===== src/rtl/lhr_pkg.sv =====
package lhr_pkg;

  // number formats
  localparam int FRAC_BITS = 16;
  localparam int WORD_BITS = 32;
  localparam int TF        = 30;
  localparam int TURN_SH   = 32;

  localparam logic signed [63:0] ONE        = 64'sd1 <<< TF;
  localparam logic signed [63:0] LIM        = 64'sd1 <<< 61;
  localparam logic signed [63:0] TWO_PI_Q30 = 64'sd6746518852;
  localparam logic signed [33:0] CORDIC_K   = 34'sd652032874;
  localparam logic signed [63:0] EPS_RAW    =
    ((64'sd1 <<< (2 * FRAC_BITS)) + 64'sd500000) / 64'sd1000000;
  localparam logic signed [63:0] EPS        = (EPS_RAW < 64'sd1) ? 64'sd1 : EPS_RAW;
  localparam logic [31:0]        PERIOD_RESET = 32'd1 << FRAC_BITS;
  localparam logic signed [63:0] SAT_HI     = (64'sd1 <<< (WORD_BITS - 1)) - 64'sd1;
  localparam logic signed [63:0] SAT_LO     = -SAT_HI - 64'sd1;
  localparam logic [4:0]         CORDIC_LAST = 5'd30;

  // configuration register indexes
  typedef enum logic [2:0] {
    REG_START_TIME   = 3'd0,
    REG_PERIOD       = 3'd1,
    REG_AMPLITUDE    = 3'd2,
    REG_CENTER_X     = 3'd3,
    REG_CENTER_Y     = 3'd4,
    REG_HOLD_HEADING = 3'd5,
    REG_HEADING_GAIN = 3'd6
  } cfg_reg_t;

  typedef enum logic {OP_MUL, OP_DIV} arith_op_t;

  typedef enum logic [1:0] {A_IDLE, A_MUL, A_DIV, A_FIN} arith_state_t;

  typedef enum logic [2:0] {S_IDLE, S_ISSUE, S_WAIT, S_CORDIC, S_FIN} seq_state_t;

  // microcode steps, in order of issue
  typedef enum logic [5:0] {
    ST_DT_MOD, ST_TURN, ST_PHASE, ST_B30, ST_S2, ST_C2, ST_DEN2, ST_DEN3,
    ST_PX_DIV, ST_PX_MUL, ST_CS, ST_PY_DIV, ST_PY_MUL,
    ST_VX_NUM, ST_VX_DIV, ST_VX_AMP, ST_VX_B,
    ST_VY_DIV, ST_VY_AMP, ST_VY_B,
    ST_C4, ST_Q2, ST_Q3, ST_AX_NUM, ST_AX_DIV, ST_AX_AMP, ST_AX_B1, ST_AX_B2,
    ST_AY_NUM, ST_AY_DIV, ST_AY_AMP, ST_AY_B1, ST_AY_B2,
    ST_VX2, ST_VY2, ST_COS2, ST_VXAY, ST_VYAX, ST_RNUM, ST_RATE, ST_ACCUM
  } step_t;

  typedef struct packed {
    logic              start;
    arith_op_t         op;
    logic [5:0]        sh;
    logic signed [63:0] a;
    logic signed [63:0] b;
  } arith_req_t;

  typedef struct packed {
    logic               done;
    logic signed [63:0] res;
    logic [63:0]        rem;
  } arith_resp_t;

  function automatic logic [63:0] mag(input logic signed [63:0] v);
    return v[63] ? 64'(-v) : 64'(v);
  endfunction

  function automatic logic signed [63:0] clampl(input logic signed [63:0] v);
    if (v > LIM) return LIM;
    if (v < -LIM) return -LIM;
    return v;
  endfunction

  function automatic logic signed [63:0] sadd(input logic signed [63:0] a,
                                              input logic signed [63:0] b);
    return clampl(clampl(a) + clampl(b));
  endfunction

  function automatic logic signed [31:0] satw(input logic signed [63:0] v);
    if (v > SAT_HI) return 32'(SAT_HI);
    if (v < SAT_LO) return 32'(SAT_LO);
    return 32'(v);
  endfunction

  // arctangent of 2^-i in Q30
  function automatic logic signed [33:0] atan_q30(input logic [4:0] i);
    case (i)
      5'd0:  return 34'sd843314857;
      5'd1:  return 34'sd497837829;
      5'd2:  return 34'sd263043837;
      5'd3:  return 34'sd133525159;
      5'd4:  return 34'sd67021687;
      5'd5:  return 34'sd33543516;
      5'd6:  return 34'sd16775851;
      5'd7:  return 34'sd8388437;
      5'd8:  return 34'sd4194283;
      5'd9:  return 34'sd2097149;
      5'd10: return 34'sd1048576;
      5'd11: return 34'sd524288;
      5'd12: return 34'sd262144;
      5'd13: return 34'sd131072;
      5'd14: return 34'sd65536;
      5'd15: return 34'sd32768;
      5'd16: return 34'sd16384;
      5'd17: return 34'sd8192;
      5'd18: return 34'sd4096;
      5'd19: return 34'sd2048;
      5'd20: return 34'sd1024;
      5'd21: return 34'sd512;
      5'd22: return 34'sd256;
      5'd23: return 34'sd128;
      5'd24: return 34'sd64;
      5'd25: return 34'sd32;
      5'd26: return 34'sd16;
      5'd27: return 34'sd8;
      5'd28: return 34'sd4;
      5'd29: return 34'sd2;
      5'd30: return 34'sd1;
      default: return 34'sd0;
    endcase
  endfunction

endpackage


===== src/rtl/lhr_arith.sv =====
module lhr_arith (
  input  logic                clk,
  input  logic                rst,
  input  lhr_pkg::arith_req_t  req,
  output lhr_pkg::arith_resp_t resp
);
  import lhr_pkg::*;

  arith_state_t state, state_next;
  arith_op_t    op;
  logic [63:0]  ua, ub;
  logic         neg;
  logic [5:0]   sh;
  logic [6:0]   cnt;
  logic [127:0] acc;
  logic [63:0]  pp;
  logic [1:0]   pp_pos;
  logic [127:0] dvd;
  logic [63:0]  rem;
  logic [63:0]  quo;
  logic         over;

  logic [31:0]  ah, bh;
  logic [64:0]  rem_s;
  logic         ge;
  logic [127:0] prod_sh;
  logic [63:0]  mul_mag, div_mag, res_mag;

  // partial product selection and one restoring divide step
  always_comb begin
    ah    = cnt[0] ? ua[63:32] : ua[31:0];
    bh    = cnt[1] ? ub[63:32] : ub[31:0];
    rem_s = {rem, dvd[127]};
    ge    = rem_s >= {1'b0, ub};
  end

  // result scaling, saturation and sign
  always_comb begin
    prod_sh = acc >> sh;
    mul_mag = (|prod_sh[127:64]) ? 64'(LIM) : prod_sh[63:0];
    if (ub == 64'd0) begin
      div_mag = (ua == 64'd0) ? 64'd0 : 64'(LIM);
    end else begin
      div_mag = over ? 64'(LIM) : quo;
    end
    res_mag = (op == OP_MUL) ? mul_mag : div_mag;
    if (res_mag > 64'(LIM)) res_mag = 64'(LIM);
    resp.done = (state == A_FIN);
    resp.res  = neg ? -$signed(res_mag) : $signed(res_mag);
    resp.rem  = rem;
  end

  // sequencer
  always_comb begin
    state_next = state;
    unique case (state)
      A_IDLE: if (req.start) state_next = (req.op == OP_MUL) ? A_MUL : A_DIV;
      A_MUL:  if (cnt[2:0] == 3'd4) state_next = A_FIN;
      A_DIV:  if (cnt == 7'd0) state_next = A_FIN;
      A_FIN:  state_next = A_IDLE;
      default: state_next = A_IDLE;
    endcase
  end

  always_ff @(posedge clk) begin
    if (rst) state <= A_IDLE;
    else state <= state_next;
  end

  // datapath
  always_ff @(posedge clk) begin
    case (state)
      A_IDLE: begin
        if (req.start) begin
          op   <= req.op;
          ua   <= mag(req.a);
          ub   <= mag(req.b);
          neg  <= req.a[63] ^ req.b[63];
          sh   <= req.sh;
          acc  <= '0;
          dvd  <= {64'd0, mag(req.a)} << req.sh;
          rem  <= '0;
          quo  <= '0;
          over <= 1'b0;
          cnt  <= (req.op == OP_MUL) ? 7'd0 : 7'd127;
        end
      end
      A_MUL: begin
        if (cnt[2:0] != 3'd4) begin
          pp     <= ah * bh;
          pp_pos <= {1'b0, cnt[0]} + {1'b0, cnt[1]};
        end
        if (cnt[2:0] != 3'd0) acc <= acc + ({64'd0, pp} << (7'd32 * pp_pos));
        cnt <= cnt + 7'd1;
      end
      A_DIV: begin
        rem  <= ge ? 64'(rem_s - {1'b0, ub}) : rem_s[63:0];
        over <= over | quo[63];
        quo  <= {quo[62:0], ge};
        dvd  <= dvd << 1;
        cnt  <= cnt - 7'd1;
      end
      default: ;
    endcase
  end

endmodule


===== config.mk =====
export PLATFORM = sky130hd
export DESIGN_NAME = lhr_arith
export DESIGN_NICKNAME = d
export VERILOG_FILES = /design/src/rtl/lhr_pkg.sv /design/src/rtl/lhr_arith.sv
export SDC_FILE = /design/constraint.sdc
export NUM_CORES = 2
export LEC_CHECK = 0
export BUFFER_PORTS_ARGS = -buffer_cell sky130_fd_sc_hd__buf_4
export CAP_MARGIN = 40
export CORE_UTILIZATION = 45
export DETAILED_ROUTE_END_ITERATION = 8
export PLACE_DENSITY = 0.59
export SLEW_MARGIN = 20
export SYNTH_ARGS = -nofsm -noshare
export SYNTH_HDL_FRONTEND = slang
export SYNTH_SLANG_ARGS = --single-unit

===== constraint.sdc =====
create_clock -name clk -period 43 [get_ports clk]
set_input_delay 2.15 -clock clk [delete_from_list [all_inputs] [get_ports clk]]
set_output_delay 2.15 -clock clk [all_outputs]
set_load 0.02 [all_outputs]

# ---- After elaboration in Yosys (flattened, before gate mapping)
# Index checks and enable logic that the tools add are counted.
dict set report word_totals {
  input_bits 138
  latchBits 0
  ramBits 0
  rom_bits 0
  word_cells 85
  n_memories 0
  register_bits 596
  output_inout_bits 129
}
dict set report classes {
  bitwise 2
  n_eq_ne 9
  mul 1
  n_lt_le_gt_ge 2
  div_mod_pow 0
  shift 3
  n_reduce_logical 15
  muxes 30
  add_sub_neg 8
}
# operator n
set op_table {}
lappend op_table {{$mux 64} 9}
lappend op_table {{$pmux 128 s2} 2}
lappend op_table {{$mux 128} 3}
lappend op_table {{$pmux 64 s2} 2}
lappend op_table {{$neg 64->64} 3}
lappend op_table {{$add 128x128->128} 1}
lappend op_table {{$logic_not 64->1} 2}
lappend op_table {{$shl 64x6->128} 1}
lappend op_table {{$shl 64x7->128} 1}
lappend op_table {{$shr 128x6->128} 1}
lappend op_table {{$ge 65x64->1} 1}
lappend op_table {{$gt 64x62->1 const B} 1}
lappend op_table {{$mul 32x32->64} 1}
lappend op_table {{$mux 32} 2}
lappend op_table {{$reduce_or 64->1} 1}
lappend op_table {{$sub 64x64->64} 1}
lappend op_table {{$mux 63} 1}
lappend op_table {{$mux 62} 1}
lappend op_table {{$pmux 7 s3} 1}
lappend op_table {{$mux 7} 2}
lappend op_table {{$mux 2} 4}
lappend op_table {{$ne 2x2->1 const B} 4}
lappend op_table {{$pmux 2 s4} 1}
lappend op_table {{$reduce_and 2->1} 4}
lappend op_table {{16 further kinds} 20}

# ---- Longest topological paths before layout
dict set report logic_depth {
  ltp_word 8
  mapped_depth 36
  mapped_depth_nobuf 33
}

# ---- Worst setup path after synthesis
# Ideal clock, no wire load.
dict set report synth_path {
  path_type {reg2reg}
  start {register state[0]}
  end {register dvd[0], enable pin}
  setup_ps 1231
  period_less_slack_ps 20252
  slack_ps 22748
  path_stages_with_launch 6
  arrival_time_ps 19021
  required_time_ps 41769
  n_path_buf 1
  path_cell_list {dfxtp_1 > inv_1 > ha_1 > clkinv_1 > clkbuf_1 > o21ai_0}
}
dict set report synth_via {
  elab_chain_len 3
  word_cells_on_any_way 5
  cone_classes {eq/ne: 2; reduce/logical: 3}
}
# element line_no
set synth_rtl {}
lappend synth_rtl {{from (decl)} lhr_arith.sv:9} ;# arith_state_t state, state_next;
lappend synth_rtl {{from (signal assigned)} lhr_arith.sv:67} ;# else state <= state_next;
lappend synth_rtl {{$eq 2x2->1 or $logic_not 2->1 (tied branches)} lhr_arith.sv:72} ;# case (state)
lappend synth_rtl {{$reduce_bool 2->1 (no line) or $ne 2x2->1 (tied branches)} n/a}
lappend synth_rtl {{$reduce_and 2->1 (no line) *} n/a}
lappend synth_rtl {{to (signal assigned)} lhr_arith.sv:81} ;# dvd <= {64'd0, mag(req.a)} << req.sh;
lappend synth_rtl {{to (signal assigned)} lhr_arith.sv:100} ;# dvd <= dvd << 1;
lappend synth_rtl {{to (decl)} lhr_arith.sv:18} ;# logic [127:0] dvd;
# Mark *: on every way between the ends. The rest lies on a longest branch, timed or not.
# A chain may end at the register's enable or synchronous reset.

==> impl_results.md <==
- Post-cts sizing count: 0
- Drc violations: 0
- Clock Sinks: slightly below 600
- Hold Crit Class: reg -> reg
- Area occupied by multi-input gates: 62,900 um2
- Final count of hold timing violations: 0
- Routability Congestion: 1.04
- Nets: approximately 11k
- Post-route ant nets: 0
- First-pass GRT wire length: 514,000 um
- Routed len/inst: 29.4 um
- Synth Cell Area: 86,700 um2
- CP Max Fanout: ~120
- Vias per cell: 6.24
- Slew Limit Fails: 0
- Die height: between 400 and 500 um
- TNS Setup: 0 ns
- Initial DRT Pass Iterations: 6
- Via count: 76.0k
- Crit start category: flip-flop
- Seq. cell area: 17,900 um2
- Post-layout min period: 12.18 ns
- Synth Instances: 9,563
- Post-CTS setup buffers: 0
- Synthesized net count: 11.1k
- Hold slack: 0.529 ns
- Share of cells above drive strength 1: 0.111
- CTS root buffer: clkbuf_16
- Detail Placement HPWL: 280,000 um
- Longest Clk Path Bufs: 3
- Die ar.: 194,000 um2
- Vias in the first global route: roughly 74k
- Worst path arrival time: 10.03 ns
- Fmax: 82.1 MHz
- CP Data Required Time: 40.85 ns
- CP Capture Type: output pin
- Cell variety after synth: 104
- Depth of the CTS H-tree: 3
- Worst Max-Slew Pin Slew: around 1.0 ns
- Clock Latency Late Sink: 0.76 ns
- Setup-failing EPs final: 0
- Tcrit/Tclk final: 0.283
- GRT Resource Usage Total: 0.363
- Post-synthesis sequential area ratio: 0.206
- Core area: 191,000 um2
- Largest net degree at the start of global routing: 194
- Final critical-path setup slack: just over 30 ns
- Clk_skew: 0.0346 ns
- Layout Area Growth over Synthesis: 9.32%
- IO buf count: 266
- Mean post-synth cell area: 9.07 um2
- Yosys Warn Count: 0
- CTS tree: done
- Die width: 441 um
- Grt total ovfl: 0
- IO Count: 267
- DR iter-0 viols: 8,192
- Relative slew slack: 0.315
- Fillers: 18.3k
- FF+latch count, synth: 596
- WL final: 358,000 um
- Post-synth EDFFs: 594
- Antenna violations before repair: 20
- Crit Path Category: reg -> out
- Initial Util: 0.455
- Ys flop type: edfxtp_1
- Fraction of registers with async set/reset: 0
- RSZ-0062 raised after global routing: false
- Final design utilization: 0.497
- Status: finished, final reports clean
- Number of max-cap violations: 0
- Hold_buf cts: 0
- Dpl ws: 31.66 ns
- CTS clock-pin slew for the worst setup and hold paths: 0.06 ns
- FP Rows: 160
- Total CTS buffers: between 80 and 90
==> layout make-up <==
cell class | count | area share
antenna | 11 | 0.000290
clock buffer | 93 | 0.0221
clock inverter | 57 | 0.00742
inverter | 1078 | 0.0428
multi-input combinational | 7345 | 0.664
sequential | 596 | 0.189
tap | 2511 | 0.0331
timing repair buffer | 491 | 0.0420
==> state kept, by name (all words and copies together) (netlist names), 6 cells and up <==
register  count
ua           64
rem          64
dvd         128
sh            6
acc         128
quo          64
cnt           7
pp           64
ub           64
==> through the flow <==
step | instance area [um2] | instances
global route | 94800 | 12200
finish | 94800 | 12200
global placement | 91300 | 12000
floorplan | 86700 | 9563
CTS | 94600 | 12200
detailed placement | 91800 | 12000
==> synth_stat cells, drive strengths merged, types with 18 or more instances <==
master  count  area, um2
a211o      19        166
a211oi     44        330
a21boi     41        308
a21o      200       1500
a21oi     435       2180
a221oi     18        158
a22o       72        631
a22oi      55        413
a31oi      51        319
a41oi      21        184
and2      140        876
and3       51        319
buf       141        791
clkbuf    403       1510
edfxtp    594      17800
fa        899      18000
ha        468       5860
inv      1075       4040
mux2      151       1700
mux2i     356       3580
mux4      184       4220
nand2    1006       3780
nand2b     67        419
nand3     100        500
nand4      59        369
nor2     1216       4560
nor2b      78        488
nor3      117        596
nor4       70        457
o211ai     40        300
o21a       65        488
o21ai     411       2060
o21bai     31        233
o221ai     26        228
o22ai      32        200
o31ai      69        532
o41ai      40        384
or2        30        188
or3        42        278
or4        33        259
xnor2     237       2080
xor2      148       1300
==> metal layers <==
metal,track usage,part of all wire,vias up
li1,-,-,33100
met1,0.462,0.39,38000
met2,0.554,0.44,4033
met3,0.0944,0.10,939
met4,0.213,0.069,22
met5,0,0.00048,-
==> path summary, 6_finish.rpt <==
| path | endpoint | startpoint | cells past startpoint | slack, ns |
|---|---|---|---|---|
| max | resp[122] | sh[1] | 25 | 30.82 |
| min | dvd[41] | dvd[40] | 2 | 0.53 |
| max reg2reg | pp[58] | cnt[0] | 33 | 32.12 |
| min reg2reg | dvd[41] | dvd[40] | 2 | 0.53 |
==> worst max-delay path, stage by stage (launching register included) <==
cell and delay, ns:
edfxtp_1 0.34, buf_4 0.50, buf_12 0.50, mux4_1 0.73, mux4_2 0.56, a2111oi_0 0.41
a31oi_1 0.07, or4_1 0.64, o41ai_4 0.62, nand3_1 0.14, buf_4 0.30, o2111ai_1 0.37
or4b_1 0.36, o41a_2 0.20, buf_4 0.52, or2_2 0.24, ha_1 0.25, nand2_1 0.09
a211o_1 0.33, or3_4 0.44, or3_4 0.35, or3_4 0.37, nor3_2 0.20, o31ai_1 0.09
a22o_1 0.26, buf_4 0.15
==> cell usage in the layout (no fill, tap or decap), types with 328 or more instances in the layout <==
cell type,synthesis,routed
nor2_1,1216,1214
inv_1,1073,1070
nand2_1,1006,1006
fa_1,899,899
edfxtp_1,594,594
ha_1,468,467
buf_4,24,447
a21oi_1,435,433
o21ai_0,381,377
mux2i_1,355,328
==> logic make-up (layout without fill, tap and decap cells) <==
family | count (synthesis) | count (layout) | synth area share
xor gates and xnor gates | 385 | 385 | 0.0389
DFF | 596 | 596 | 0.206
AOI/OAI and AO/OA | 1843 | 1843 | 0.141
other | 0 | 11 | 0
and+or+nand+nor | 3059 | 3059 | 0.156
buffers and inverters | 1622 | 1719 | 0.0732
adders and majority gates | 1367 | 1367 | 0.275
muxes | 691 | 691 | 0.109
Power is not shown: default switching activity piles up to over one toggle a cycle in this logic, so the estimate is an artifact.
